==> src/hw/rtl/iqss_pkg.sv <==
`default_nettype none
// ----------------------------------------------------------------------------
// I/Q sample statistics package
// Shared types, register indexes and sizing constants for the I/Q sample
// statistics block.
// ----------------------------------------------------------------------------
package iqss_pkg;

   localparam int unsigned ACC_WIDTH_DEFAULT = 48;
   localparam int unsigned QUEUE_DEPTH       = 2;
   localparam int unsigned CSR_INDEX_WIDTH   = 1;
   localparam int unsigned CSR_DATA_WIDTH    = 16;

   localparam logic [CSR_INDEX_WIDTH-1:0] CSR_INPUT_FORMAT = 1'b0;
   localparam logic [CSR_INDEX_WIDTH-1:0] CSR_CLIP_LEVEL   = 1'b1;

   localparam logic FMT_SIGNED16   = 1'b0;
   localparam logic FMT_OFFSET8    = 1'b1;

   localparam logic FUNC_ACCUMULATE = 1'b0;
   localparam logic FUNC_CLEAR      = 1'b1;

   localparam logic [15:0] CLIP_LEVEL_RESET = 16'd32736;
   localparam logic [8:0]  OFFSET8_BIAS     = 9'd127;

   typedef struct packed {
      logic        func;
      logic [15:0] raw_i;
      logic [15:0] raw_q;
   } req_type;

   typedef struct packed {
      logic [47:0]        sample_total;
      logic signed [47:0] sum_in_phase;
      logic signed [47:0] sum_quadrature;
      logic [62:0]        sum_energy;
      logic [15:0]        peak_in_phase;
      logic [15:0]        peak_quadrature;
      logic [47:0]        clip_count_in_phase;
      logic [47:0]        clip_count_quadrature;
   } rsp_type;

   typedef struct packed {
      logic               func;
      logic signed [16:0] val_i;
      logic signed [16:0] val_q;
      logic [15:0]        mag_i;
      logic [15:0]        mag_q;
      logic               clip_i;
      logic               clip_q;
      logic [31:0]        power;
   } entry_type;

endpackage
`default_nettype wire

==> src/hw/rtl/iq_sample_statistics.sv <==
`default_nettype none
// ----------------------------------------------------------------------------
// I/Q sample statistics
// Running level statistics over a stream of raw I/Q samples.
// ----------------------------------------------------------------------------
// The block takes one sample beat per clock while not stalled and returns one
// result beat per sample, in order, with the sample count, the I and Q sums,
// the summed power in Q33.30, the peak magnitudes and the clip counts as they
// stand after that sample. A result reaches the result register by way of the
// front-end register that holds the normalized values and squares and then the
// queue slot ahead of the accumulators. The accumulator update sets the rate
// of one beat per clock when the result side is not stalled; a two-entry queue
// between the front end and the accumulator absorbs a stall on either side.
// ----------------------------------------------------------------------------
module iq_sample_statistics #(
   parameter int unsigned ACC_WIDTH = iqss_pkg::ACC_WIDTH_DEFAULT
) (
   input  wire                                    clock,
   input  wire                                    reset,
   input  wire                                    csr_we,
   input  wire [iqss_pkg::CSR_INDEX_WIDTH-1:0]    csr_index,
   input  wire [iqss_pkg::CSR_DATA_WIDTH-1:0]     csr_wdata,
   input  wire                                    req_valid,
   output logic                                   req_stall,
   input  iqss_pkg::req_type                      req_data,
   output logic                                   rsp_valid,
   input  wire                                    rsp_stall,
   output iqss_pkg::rsp_type                      rsp_data
);

   logic                input_format_ff;
   logic [15:0]         clip_level_ff;
   logic                push_valid, push_stall, pop_valid, pop_stall;
   iqss_pkg::entry_type push_entry, pop_entry;

   always_ff @(posedge clock) begin
      if (reset) begin
         input_format_ff <= iqss_pkg::FMT_SIGNED16;
         clip_level_ff   <= iqss_pkg::CLIP_LEVEL_RESET;
      end else if (csr_we) begin
         unique case (csr_index)
            iqss_pkg::CSR_INPUT_FORMAT: input_format_ff <= csr_wdata[0];
            iqss_pkg::CSR_CLIP_LEVEL:   clip_level_ff   <= csr_wdata[15:0];
            default:                    clip_level_ff   <= clip_level_ff;
         endcase
      end
   end

   iqss_front u_front (
      .clock        (clock),
      .reset        (reset),
      .input_format (input_format_ff),
      .clip_level   (clip_level_ff),
      .req_valid    (req_valid),
      .req_stall    (req_stall),
      .req_data     (req_data),
      .push_valid   (push_valid),
      .push_stall   (push_stall),
      .push_entry   (push_entry)
   );

   iqss_queue u_queue (
      .clock      (clock),
      .reset      (reset),
      .push_valid (push_valid),
      .push_stall (push_stall),
      .push_entry (push_entry),
      .pop_valid  (pop_valid),
      .pop_stall  (pop_stall),
      .pop_entry  (pop_entry)
   );

   iqss_back #(
      .ACC_WIDTH (ACC_WIDTH)
   ) u_back (
      .clock     (clock),
      .reset     (reset),
      .pop_valid (pop_valid),
      .pop_stall (pop_stall),
      .pop_entry (pop_entry),
      .rsp_valid (rsp_valid),
      .rsp_stall (rsp_stall),
      .rsp_data  (rsp_data)
   );

endmodule
`default_nettype wire

==> src/hw/rtl/iqss_front.sv <==
`default_nettype none
// ----------------------------------------------------------------------------
// I/Q sample statistics front end
// Accepts sample beats, normalizes both components to Q1.15, forms the
// magnitudes, clip flags and squares, and hands decoded entries to the queue.
// ----------------------------------------------------------------------------
module iqss_front (
   input  wire                  clock,
   input  wire                  reset,
   input  wire                  input_format,
   input  wire [15:0]           clip_level,
   input  wire                  req_valid,
   output logic                 req_stall,
   input  iqss_pkg::req_type    req_data,
   output logic                 push_valid,
   input  wire                  push_stall,
   output iqss_pkg::entry_type  push_entry
);

   logic               stage_valid_ff, stage_valid_in;
   logic               func_ff;
   logic signed [16:0] val_i_ff, val_q_ff, val_i_in, val_q_in;
   logic [15:0]        mag_i_ff, mag_q_ff, mag_i_in, mag_q_in;
   logic               clip_i_ff, clip_q_ff;
   logic [30:0]        sq_i_ff, sq_q_ff;
   logic               take, push;

   function automatic logic signed [16:0] normalize(input logic fmt, input logic [15:0] raw);
      logic [8:0] diff;
      diff = {1'b0, raw[7:0]} - iqss_pkg::OFFSET8_BIAS;
      if (fmt == iqss_pkg::FMT_OFFSET8) begin
         return {diff, 8'h00};
      end
      return {raw[15], raw};
   endfunction

   function automatic logic [15:0] magnitude(input logic signed [16:0] v);
      logic [16:0] m;
      m = v[16] ? 17'(-v) : 17'(v);
      return m[15:0];
   endfunction

   assign push      = stage_valid_ff && !push_stall;
   assign req_stall = stage_valid_ff && push_stall;
   assign take      = req_valid && !req_stall;

   assign val_i_in = normalize(input_format, req_data.raw_i);
   assign val_q_in = normalize(input_format, req_data.raw_q);
   assign mag_i_in = magnitude(val_i_in);
   assign mag_q_in = magnitude(val_q_in);

   always_comb begin
      stage_valid_in = stage_valid_ff;
      if (take) begin
         stage_valid_in = 1'b1;
      end else if (push) begin
         stage_valid_in = 1'b0;
      end
   end

   always_ff @(posedge clock) begin
      if (reset) begin
         stage_valid_ff <= 1'b0;
      end else begin
         stage_valid_ff <= stage_valid_in;
      end
   end

   always_ff @(posedge clock) begin
      if (take) begin
         func_ff   <= req_data.func;
         val_i_ff  <= val_i_in;
         val_q_ff  <= val_q_in;
         mag_i_ff  <= mag_i_in;
         mag_q_ff  <= mag_q_in;
         clip_i_ff <= (mag_i_in >= clip_level);
         clip_q_ff <= (mag_q_in >= clip_level);
         sq_i_ff   <= 31'(mag_i_in * mag_i_in);
         sq_q_ff   <= 31'(mag_q_in * mag_q_in);
      end
   end

   assign push_valid        = stage_valid_ff;
   assign push_entry.func   = func_ff;
   assign push_entry.val_i  = val_i_ff;
   assign push_entry.val_q  = val_q_ff;
   assign push_entry.mag_i  = mag_i_ff;
   assign push_entry.mag_q  = mag_q_ff;
   assign push_entry.clip_i = clip_i_ff;
   assign push_entry.clip_q = clip_q_ff;
   assign push_entry.power  = {1'b0, sq_i_ff} + {1'b0, sq_q_ff};

endmodule
`default_nettype wire

==> src/hw/rtl/iqss_queue.sv <==
`default_nettype none
// ----------------------------------------------------------------------------
// I/Q sample statistics queue
// Short first-word-fall-through queue of decoded entries between the front
// end and the accumulator.
// ----------------------------------------------------------------------------
module iqss_queue (
   input  wire                  clock,
   input  wire                  reset,
   input  wire                  push_valid,
   output logic                 push_stall,
   input  iqss_pkg::entry_type  push_entry,
   output logic                 pop_valid,
   input  wire                  pop_stall,
   output iqss_pkg::entry_type  pop_entry
);

   localparam int unsigned PTR_WIDTH = $clog2(iqss_pkg::QUEUE_DEPTH);
   localparam int unsigned CNT_WIDTH = $clog2(iqss_pkg::QUEUE_DEPTH + 1);

   iqss_pkg::entry_type  slot_ff [iqss_pkg::QUEUE_DEPTH];
   logic [PTR_WIDTH-1:0] wr_ptr_ff, wr_ptr_in, rd_ptr_ff, rd_ptr_in;
   logic [CNT_WIDTH-1:0] count_ff, count_in;
   logic                 push, pop;

   function automatic logic [PTR_WIDTH-1:0] next_ptr(input logic [PTR_WIDTH-1:0] p);
      if (p == PTR_WIDTH'(iqss_pkg::QUEUE_DEPTH - 1)) begin
         return '0;
      end
      return p + 1'b1;
   endfunction

   assign push_stall = (count_ff == CNT_WIDTH'(iqss_pkg::QUEUE_DEPTH));
   assign pop_valid  = (count_ff != '0);
   assign push       = push_valid && !push_stall;
   assign pop        = pop_valid && !pop_stall;
   assign pop_entry  = slot_ff[rd_ptr_ff];

   assign wr_ptr_in = push ? next_ptr(wr_ptr_ff) : wr_ptr_ff;
   assign rd_ptr_in = pop ? next_ptr(rd_ptr_ff) : rd_ptr_ff;

   always_comb begin
      count_in = count_ff;
      if (push && !pop) begin
         count_in = count_ff + 1'b1;
      end else if (pop && !push) begin
         count_in = count_ff - 1'b1;
      end
   end

   always_ff @(posedge clock) begin
      if (reset) begin
         wr_ptr_ff <= '0;
         rd_ptr_ff <= '0;
         count_ff  <= '0;
      end else begin
         wr_ptr_ff <= wr_ptr_in;
         rd_ptr_ff <= rd_ptr_in;
         count_ff  <= count_in;
      end
   end

   always_ff @(posedge clock) begin
      if (push) begin
         slot_ff[wr_ptr_ff] <= push_entry;
      end
   end

endmodule
`default_nettype wire

==> src/hw/rtl/iqss_back.sv <==
`default_nettype none
// ----------------------------------------------------------------------------
// I/Q sample statistics accumulator
// Holds the running statistics, applies one decoded entry per cycle while the
// result side is not stalled, with saturation, and registers the result beat.
// ----------------------------------------------------------------------------
module iqss_back #(
   parameter int unsigned ACC_WIDTH = iqss_pkg::ACC_WIDTH_DEFAULT
) (
   input  wire                  clock,
   input  wire                  reset,
   input  wire                  pop_valid,
   output logic                 pop_stall,
   input  iqss_pkg::entry_type  pop_entry,
   output logic                 rsp_valid,
   input  wire                  rsp_stall,
   output iqss_pkg::rsp_type    rsp_data
);

   logic                        pop;
   logic                        rsp_valid_ff, rsp_valid_in;
   iqss_pkg::rsp_type           rsp_data_ff, rsp_data_in;
   logic [ACC_WIDTH-1:0]        count_ff, count_in;
   logic signed [ACC_WIDTH-1:0] acc_i_ff, acc_i_in, acc_q_ff, acc_q_in;
   logic [62:0]                 energy_ff, energy_in;
   logic [15:0]                 peak_i_ff, peak_i_in, peak_q_ff, peak_q_in;
   logic [ACC_WIDTH-1:0]        clips_i_ff, clips_i_in, clips_q_ff, clips_q_in;
   logic [63:0]                 energy_sum;

   function automatic logic [ACC_WIDTH-1:0] sat_inc(input logic [ACC_WIDTH-1:0] x);
      if (&x) begin
         return x;
      end
      return x + 1'b1;
   endfunction

   function automatic logic signed [ACC_WIDTH-1:0] sat_add(
      input logic signed [ACC_WIDTH-1:0] acc,
      input logic signed [16:0]          v
   );
      logic signed [ACC_WIDTH:0] sum;
      sum = {acc[ACC_WIDTH-1], acc} + (ACC_WIDTH + 1)'(v);
      if (sum[ACC_WIDTH] != sum[ACC_WIDTH-1]) begin
         return sum[ACC_WIDTH] ? {1'b1, {(ACC_WIDTH-1){1'b0}}}
                               : {1'b0, {(ACC_WIDTH-1){1'b1}}};
      end
      return sum[ACC_WIDTH-1:0];
   endfunction

   assign pop       = pop_valid && (!rsp_valid_ff || !rsp_stall);
   assign pop_stall = rsp_valid_ff && rsp_stall;

   assign energy_sum = {1'b0, energy_ff} + 64'(pop_entry.power);

   always_comb begin
      count_in   = count_ff;
      acc_i_in   = acc_i_ff;
      acc_q_in   = acc_q_ff;
      energy_in  = energy_ff;
      peak_i_in  = peak_i_ff;
      peak_q_in  = peak_q_ff;
      clips_i_in = clips_i_ff;
      clips_q_in = clips_q_ff;
      if (pop) begin
         unique case (pop_entry.func)
            iqss_pkg::FUNC_CLEAR: begin
               count_in   = '0;
               acc_i_in   = '0;
               acc_q_in   = '0;
               energy_in  = '0;
               peak_i_in  = '0;
               peak_q_in  = '0;
               clips_i_in = '0;
               clips_q_in = '0;
            end
            iqss_pkg::FUNC_ACCUMULATE: begin
               count_in  = sat_inc(count_ff);
               acc_i_in  = sat_add(acc_i_ff, pop_entry.val_i);
               acc_q_in  = sat_add(acc_q_ff, pop_entry.val_q);
               energy_in = energy_sum[63] ? '1 : energy_sum[62:0];
               if (pop_entry.mag_i > peak_i_ff) begin
                  peak_i_in = pop_entry.mag_i;
               end
               if (pop_entry.mag_q > peak_q_ff) begin
                  peak_q_in = pop_entry.mag_q;
               end
               if (pop_entry.clip_i) begin
                  clips_i_in = sat_inc(clips_i_ff);
               end
               if (pop_entry.clip_q) begin
                  clips_q_in = sat_inc(clips_q_ff);
               end
            end
            default: begin
               count_in = count_ff;
            end
         endcase
      end
   end

   always_comb begin
      rsp_data_in.sample_total          = 48'(64'(count_in));
      rsp_data_in.sum_in_phase          = 48'(64'(acc_i_in));
      rsp_data_in.sum_quadrature        = 48'(64'(acc_q_in));
      rsp_data_in.sum_energy            = energy_in;
      rsp_data_in.peak_in_phase         = peak_i_in;
      rsp_data_in.peak_quadrature       = peak_q_in;
      rsp_data_in.clip_count_in_phase   = 48'(64'(clips_i_in));
      rsp_data_in.clip_count_quadrature = 48'(64'(clips_q_in));
   end

   always_comb begin
      rsp_valid_in = rsp_valid_ff && rsp_stall;
      if (pop) begin
         rsp_valid_in = 1'b1;
      end
   end

   always_ff @(posedge clock) begin
      if (reset) begin
         rsp_valid_ff <= 1'b0;
         count_ff     <= '0;
         acc_i_ff     <= '0;
         acc_q_ff     <= '0;
         energy_ff    <= '0;
         peak_i_ff    <= '0;
         peak_q_ff    <= '0;
         clips_i_ff   <= '0;
         clips_q_ff   <= '0;
      end else begin
         rsp_valid_ff <= rsp_valid_in;
         count_ff     <= count_in;
         acc_i_ff     <= acc_i_in;
         acc_q_ff     <= acc_q_in;
         energy_ff    <= energy_in;
         peak_i_ff    <= peak_i_in;
         peak_q_ff    <= peak_q_in;
         clips_i_ff   <= clips_i_in;
         clips_q_ff   <= clips_q_in;
      end
   end

   always_ff @(posedge clock) begin
      if (pop) begin
         rsp_data_ff <= rsp_data_in;
      end
   end

   assign rsp_valid = rsp_valid_ff;
   assign rsp_data  = rsp_data_ff;

   // A clear beat leaves every statistic at zero in the result it produces.
   a_clear_zeroes: assert property (@(posedge clock) disable iff (reset)
      pop && (pop_entry.func == iqss_pkg::FUNC_CLEAR) |=>
         (count_ff == '0) && (energy_ff == '0) && (rsp_data.sample_total == '0))
      else $error("clear beat did not zero the statistics");

   // An accumulated sample always leaves a nonzero count.
   a_count_nonzero: assert property (@(posedge clock) disable iff (reset)
      pop && (pop_entry.func == iqss_pkg::FUNC_ACCUMULATE) |=> (count_ff != '0))
      else $error("sample count is zero after an accumulated sample");

   // Peaks never fall except on a clear beat.
   a_peak_monotonic: assert property (@(posedge clock) disable iff (reset)
      !(pop && (pop_entry.func == iqss_pkg::FUNC_CLEAR)) |=>
         (peak_i_ff >= $past(peak_i_ff)) && (peak_q_ff >= $past(peak_q_ff)))
      else $error("peak magnitude decreased without a clear");

   // A held result beat only changes when a new result is loaded.
   a_rsp_holds: assert property (@(posedge clock) disable iff (reset)
      rsp_valid_ff && !pop |=> $stable(rsp_data_ff))
      else $error("result register changed without a pop");

endmodule
`default_nettype wire

==> config.mk <==
export PLATFORM = sky130hd
export DESIGN_NAME = iq_sample_statistics
export DESIGN_NICKNAME = d
export VERILOG_FILES = /design/src/hw/rtl/iqss_pkg.sv /design/src/hw/rtl/iq_sample_statistics.sv /design/src/hw/rtl/iqss_front.sv /design/src/hw/rtl/iqss_queue.sv /design/src/hw/rtl/iqss_back.sv
export SDC_FILE = /design/constraint.sdc
export NUM_CORES = 2
export LEC_CHECK = 0
export BUFFER_PORTS_ARGS = -buffer_cell sky130_fd_sc_hd__clkbuf_2
export CELL_PAD_IN_SITES_DETAIL_PLACEMENT = 1
export CELL_PAD_IN_SITES_GLOBAL_PLACEMENT = 2
export CORE_MARGIN = 4
export CORE_UTILIZATION = 35
export CTS_BUF_LIST = sky130_fd_sc_hd__clkbuf_8
export CTS_CLUSTER_DIAMETER = 60
export DETAILED_ROUTE_END_ITERATION = 7
export PLACE_DENSITY = 0.8
export SLEW_MARGIN = 0
export SYNTH_ARGS = -nofsm -noshare
export SYNTH_HDL_FRONTEND = slang
export SYNTH_SLANG_ARGS = --single-unit
==> constraint.sdc <==
create_clock -name clock -period 11.8 [get_ports clock]
set_clock_uncertainty 0.05 [all_clocks]
set_input_delay 0.59 -clock clock [delete_from_list [all_inputs] [get_ports clock]]
set_output_delay 0.59 -clock clock [all_outputs]
set_load 0.005 [all_outputs]
Word-level counts from Yosys, hierarchy flattened:

Memory sizes are Yosys's and may differ from the RTL's. A register that Yosys moved wholly into a read port is not among the register bits.
Cells that the tools add are included.

* multiplexer cells: 72
* add/sub/neg operators: 15
* eq/ne operators: 3
* bitwise logic cells: 2
* order comparisons: 4
* multiply operators: 2
* reduce and logical (&&, ||, !) cells: 24

Operators with widths (number)
* 2-to-1 mux 48 bit: 19
* one-hot mux 48 bit (2 select lines): 5
* adder 48 x 1 -> 48 bit, second input constant: 3
* AND reduction 48 bit: 3
* 2-to-1 mux 63 bit: 2
* one-hot mux 63 bit (2 select lines): 1
* adder 48 x 17 -> 49 bit: 2
* 2-to-1 mux 16 bit: 6
* 2-to-1 mux 17 bit: 4
* adder 63 x 32 -> 64 bit: 1
* one-hot mux 16 bit (2 select lines): 2
* multiplier 16 x 16 -> 31 bit: 2
* adder 31 x 31 -> 32 bit: 1
* >= comparator 16 bit: 2
* greater-than comparator 16 bit: 2
* negation 16 bit: 2
* 2-to-1 mux 1 bit: 31
* subtractor 8 x 7 -> 9 bit, second input constant: 2
* logical AND 1 bit: 8
* logical NOT 1 bit: 7
* nonzero test 2 bit: 3
* 2-to-1 mux 2 bit: 2
* AND reduction 2 bit: 2
* adder 1 bit, second input constant: 2
* other kinds (6): 8

* word-level logic and storage cells: 155
* memories kept: 1
* register bits: 824
* bits of input ports: 55
* memory bits (writable): 202
* output and inout port bits: 337

Memories
* u_queue.slot_ff: depth 2, width 101, rd ports 1, clocked after Yosys merged registers in 1, write ports 1, RTL line iqss_queue.sv:21 `iqss_pkg::entry_type slot_ff [iqss_pkg::QUEUE_DEPTH];`

Longest topological paths before layout:

* depth after elaboration: 9
* depth in mapped cells: 36

Modules after synthesis:

A second synthesis with hierarchy kept.

* cell total of the unflattened synthesis: 6324
* area total of the unflattened synthesis: 63963.8 µm²

By module, submodules not included
* iqss_back: cells each 3755, area an instance 35002.3 µm², times used 1, sequential area each 16786.1 µm²
* iqss_front: cells each 2164, area an instance 20747.4 µm², times used 1, sequential area each 3773.6 µm²
* iqss_queue: cells each 339, area an instance 7539.7 µm², times used 1, sequential area each 6165.9 µm²
* iq_sample_statistics: cells each 66, area an instance 674.4 µm², times used 1, sequential area each 340.3 µm²

Worst setup path before layout:

No wires, ideal clock.

* path type: input port to flip-flop
* start point: input rsp_stall
* end point: register u_back.rsp_data_ff (netlist bit u_back.rsp_data[158]) (data pin)
* data arrival time: 11.962 ns
* cell stages on the path: 7
* setup slack: -0.401 ns
* cell sequence: nand2_1 -> o21ai_0 -> inv_1 -> clkbuf_1 -> clkbuf_1 -> clkbuf_1 -> o221a_2

* cells in the longest elaborated chain, start to end: 4

RTL lines
* from (decl): RTL line iq_sample_statistics.sv:27 `input wire rsp_stall,`
* logical NOT 1 bit: RTL line iqss_back.sv:50 `assign pop = pop_valid && (!rsp_valid_ff || !rsp_stall);`
* logical OR 1 bit: RTL line iqss_back.sv:50
* logical AND 1 bit: RTL line iqss_back.sv:50
* named net u_back.pop: RTL line iqss_back.sv:20 `logic pop;`
* 2-to-1 mux 63 bit: RTL line iqss_back.sv:64 `if (pop) begin`
* named net u_back.energy_in[30]: RTL line iqss_back.sv:25 `logic [62:0] energy_ff, energy_in;`
* to (signal assigned): RTL line iqss_back.sv:145 `rsp_data_ff <= rsp_data_in;`
* to (decl): RTL line iqss_back.sv:22 `iqss_pkg::rsp_type rsp_data_ff, rsp_data_in;`

The timed path passes the listed nets, and every way through them passes these cells.
A chain may end at the register's enable or synchronous reset.

Worst setup path after layout:

* start point: register input_format_ff
* end point: register u_front.sq_q_ff[29] (data pin)

* cells in the longest elaborated chain, start to end: 5

RTL lines
* from (decl): RTL line iq_sample_statistics.sv:31 `logic input_format_ff;`
* from (signal assigned): RTL line iq_sample_statistics.sv:38 `input_format_ff <= iqss_pkg::FMT_SIGNED16;`
* from (signal assigned): RTL line iq_sample_statistics.sv:42 `iqss_pkg::CSR_INPUT_FORMAT: input_format_ff <= csr_wdata[0];`
* 2-to-1 mux 1 bit *: RTL line iqss_front.sv:31 `if (fmt == iqss_pkg::FMT_OFFSET8) begin`
* 2-to-1 mux 17 bit *: RTL line iqss_front.sv:34 `return {raw[15], raw};`
* negation 16 bit: RTL line iqss_front.sv:39 `m = v[16] ? 17'(-v) : 17'(v);`
* 2-to-1 mux 16 bit *: RTL line iqss_front.sv:39
* named net u_front.mag_q_in[12]: RTL line iqss_front.sv:23 `logic [15:0] mag_i_ff, mag_q_ff, mag_i_in, mag_q_in;`
* multiplier 16 x 16 -> 31 bit *: RTL line iqss_front.sv:79 `sq_q_ff <= 31'(mag_q_in * mag_q_in);`
* to (signal assigned): RTL line iqss_front.sv:79
* to (decl): RTL line iqss_front.sv:25 `logic [30:0] sq_i_ff, sq_q_ff;`

Mark *: on every way through the listed nets, which the timed path passes. The rest lies on a longest branch.

==> impl_metrics.env <==
export IMPL_ys_types=106
export IMPL_critical_path_required_ns=12.54
export IMPL_min_to="u_front.val_q_ff[8]"
export IMPL_grt_overflow=0
export IMPL_crit_path_top_delay_cell="clkinv_1"
export IMPL_cts_made_buffers=182
export IMPL_worstHoldStart="req_data[8]"
export IMPL_syn_to_final_growth_pct=13.9
export IMPL_vias=47300
export IMPL_syn_avg_cell_area_sq_um=10.3
export IMPL_worst_r2r_startpoint="input_format_ff"
export IMPL_ios=392
export IMPL_final_layout_size_suffix_gt1_share_pct=12.7
export IMPL_synth_ff_type="edfxtp_1"
export IMPL_cp_max_fo=51
export IMPL_ys_seq_area_share_pct=42.9
export IMPL_die_area_sq_um=186000
export IMPL_root_buffer="clkbuf_8"
export IMPL_netlist_area_sq_um=62800
export IMPL_ant_nets=0
export IMPL_fill_cells=20200
export IMPL_postPlaceCellArea_sq_um=67400
export IMPL_clock_latency_ns=0.95
export IMPL_final_common_cell="edfxtp_1"
export IMPL_drt_wl_total_um=195000
export IMPL_hold_viol=0
export IMPL_wl_per_cell_um=21.5
export IMPL_die_y_um=432
export IMPL_gp_congestion=0.892
export IMPL_vias_per_cell=5.20
export IMPL_min_period_ns=9.86
export IMPL_r2r_cells=28
export IMPL_ys_warn_count=0
export IMPL_drtIter0Drc=2584
export IMPL_die_w_um=432
export IMPL_grt_pass1_vias=50700
export IMPL_nets=7382
export IMPL_worstSetupStartpointType="flop"
export IMPL_synth_top_area_share_pct=31.5
export IMPL_max_slew_margin_pct=20.7
export IMPL_cts_tree="done"
export IMPL_fmax_mhz=101
export IMPL_first_pass_iters=5
export IMPL_most_common_layout_cells="edfxtp_1 (658), inv_1 (624), nor2_1 (598)"
export IMPL_synth_edff_count=658
export IMPL_cap_violations=0
export IMPL_whs_ns=0.126
export IMPL_crit_type="reg -> reg"
export IMPL_path_common_cell="fa_1"
export IMPL_ys_ff_latch=1017
export IMPL_grt_pass1_wl_um=303000
export IMPL_io_buffer_count=391
export IMPL_coreArea_sq_um=178000
export IMPL_clockBufferDepth=3
export IMPL_htreeDepth=4
export IMPL_synth_area_leader_cell="edfxtp_1"
export IMPL_timing_final_max_slew_violations=0
export IMPL_fin_crit_sh_pct=83.6
export IMPL_max_stage_delay_ns=0.73
export IMPL_reg2reg_to="u_front.sq_q_ff[29]"
export IMPL_hold_path_class="in -> reg"
export IMPL_worstMarginPinSlew_ns=1.19
export IMPL_tns_ns=0
export IMPL_post_cts_setup_buffer_count=0
export IMPL_num_rows=155
export IMPL_drc=0
export IMPL_clk_pin_slew_ns=0.06
export IMPL_post_cts_resized=0
export IMPL_start_util_pct=35.2
export IMPL_cts_sinks=1017
export IMPL_hold_depth=3
export IMPL_antenna_found_initial=4
export IMPL_ff2ff_setup_slack_ns=1.94
export IMPL_final_area_sq_um=71500
export IMPL_endpoint_kind="flop"
export IMPL_grt_usage_pct=20.9
export IMPL_grt_max_degree=91
export IMPL_rsz0062_at_grt="false"
export IMPL_outcome="finished, final reports clean"
export IMPL_async_flop_share_pct=0
export IMPL_crit_arrival_ns=10.61
export IMPL_synthTopCellsByArea="edfxtp_1 (31%), dfxtp_1 (11%), fa_1 (10%)"
export IMPL_setup_viol=0
export IMPL_synthCells=6112
export IMPL_hpwl_um=148000
[what timing repair did]
| item | CTS | global route |
|---|---|---|
| hold buffers | 37 | 0 |
| endpoints found under the hold margin | 28 | 0 |
| setup endpoints to repair | 0 | 0 |
[flip-flops by register name (all words and copies together) (netlist names), 48 cells and up, named ones only]
name,cells
u_back.acc_q_ff,48
u_back.rsp_data,335
u_queue.slot_ff,198
u_back.clips_i_ff,48
u_back.count_ff,48
u_back.acc_i_ff,48
u_back.clips_q_ff,48
u_back.energy_ff,63
[Yosys cell counts, types with 46 or more instances]
library cell,instances
nor2_1,603
o21ai_0,304
o2bb2ai_1,64
and2_1,97
clkbuf_1,173
nand3_1,150
inv_1,579
a22o_1,55
a21o_1,153
dfxtp_1,359
edfxtp_1,658
nand2_1,555
a21oi_1,263
fa_1,329
ha_1,419
xor2_1,171
mux2_2,65
mux2i_1,46
xnor2_1,195
and3_1,57
nor3_1,143
nand4_1,78
[kinds of logic after synthesis]
group	Yosys count	synth area share [%]
mux	111	1.90
flops	1017	42.9
simple gates	1865	13.7
buf+inv	825	5.08
fa+ha+maj	750	18.9
other cells	2	0.0120
xor+xnor	367	5.13
compound gates	1175	12.4
[how the worst max path moves through the flow]
stage | start | endpoint | slack [ns] | cells past startpoint
final | input_format_ff | u_front.sq_q_ff[29] | 1.94 | 28
after CTS | input_format_ff | u_front.sq_q_ff[29] | 1.99 | 28
after detailed placement | req_data[16] | u_front.sq_i_ff[29] | 1.76 | 29
after floorplan | input_format_ff | u_front.sq_i_ff[27] | 2.54 | 34
after global routing | input_format_ff | u_front.sq_q_ff[29] | 1.37 | 28
after global placement | req_data[16] | u_front.sq_i_ff[27] | 1.94 | 31
[per-layer routing]
metal	up-vias	share of wire, %	GRT usage (%)
li1	22300	-	-
met1	23800	43	26.3
met2	884	49	36.4
met3	306	3.6	3.00
met4	2	4.0	8.11
met5	-	0.0067	0
[worst max-delay path, delay by kind of cell (launching register included)]
kind,cells,cell delay [ns]
compound gates,8,2.08
flops,1,0.33
simple gates,5,1.33
buf+inv,6,1.61
fa+ha+maj,8,3.62
xor+xnor,1,0.68
[cell type report]
type,instances,area (sq um),area share [%]
Antenna cell,4,10.0,0.0140
Clock inverter,150,1010,1.42
Clock buffer,192,2640,3.70
Inverter,596,2250,3.14
Timing Repair Buffer,502,2890,4.04
Sequential cell,1017,27000,37.7
Multi-Input combinational cell,4280,32800,45.9
Tap cell,2355,2950,4.12
[metrics by stage]
stage               setup slack [ns]  instances  util, %
finish                          1.94       9096     40.1
detailed placement              1.76       8713     37.8
global placement                1.94       8713     37.8
CTS                             1.99       9092     40.1
floorplan                       2.54       6122        -
global route                    1.37       9093     40.1
Power is not shown: default switching activity piles up to over one toggle a cycle in this logic, so the estimate is an artifact.
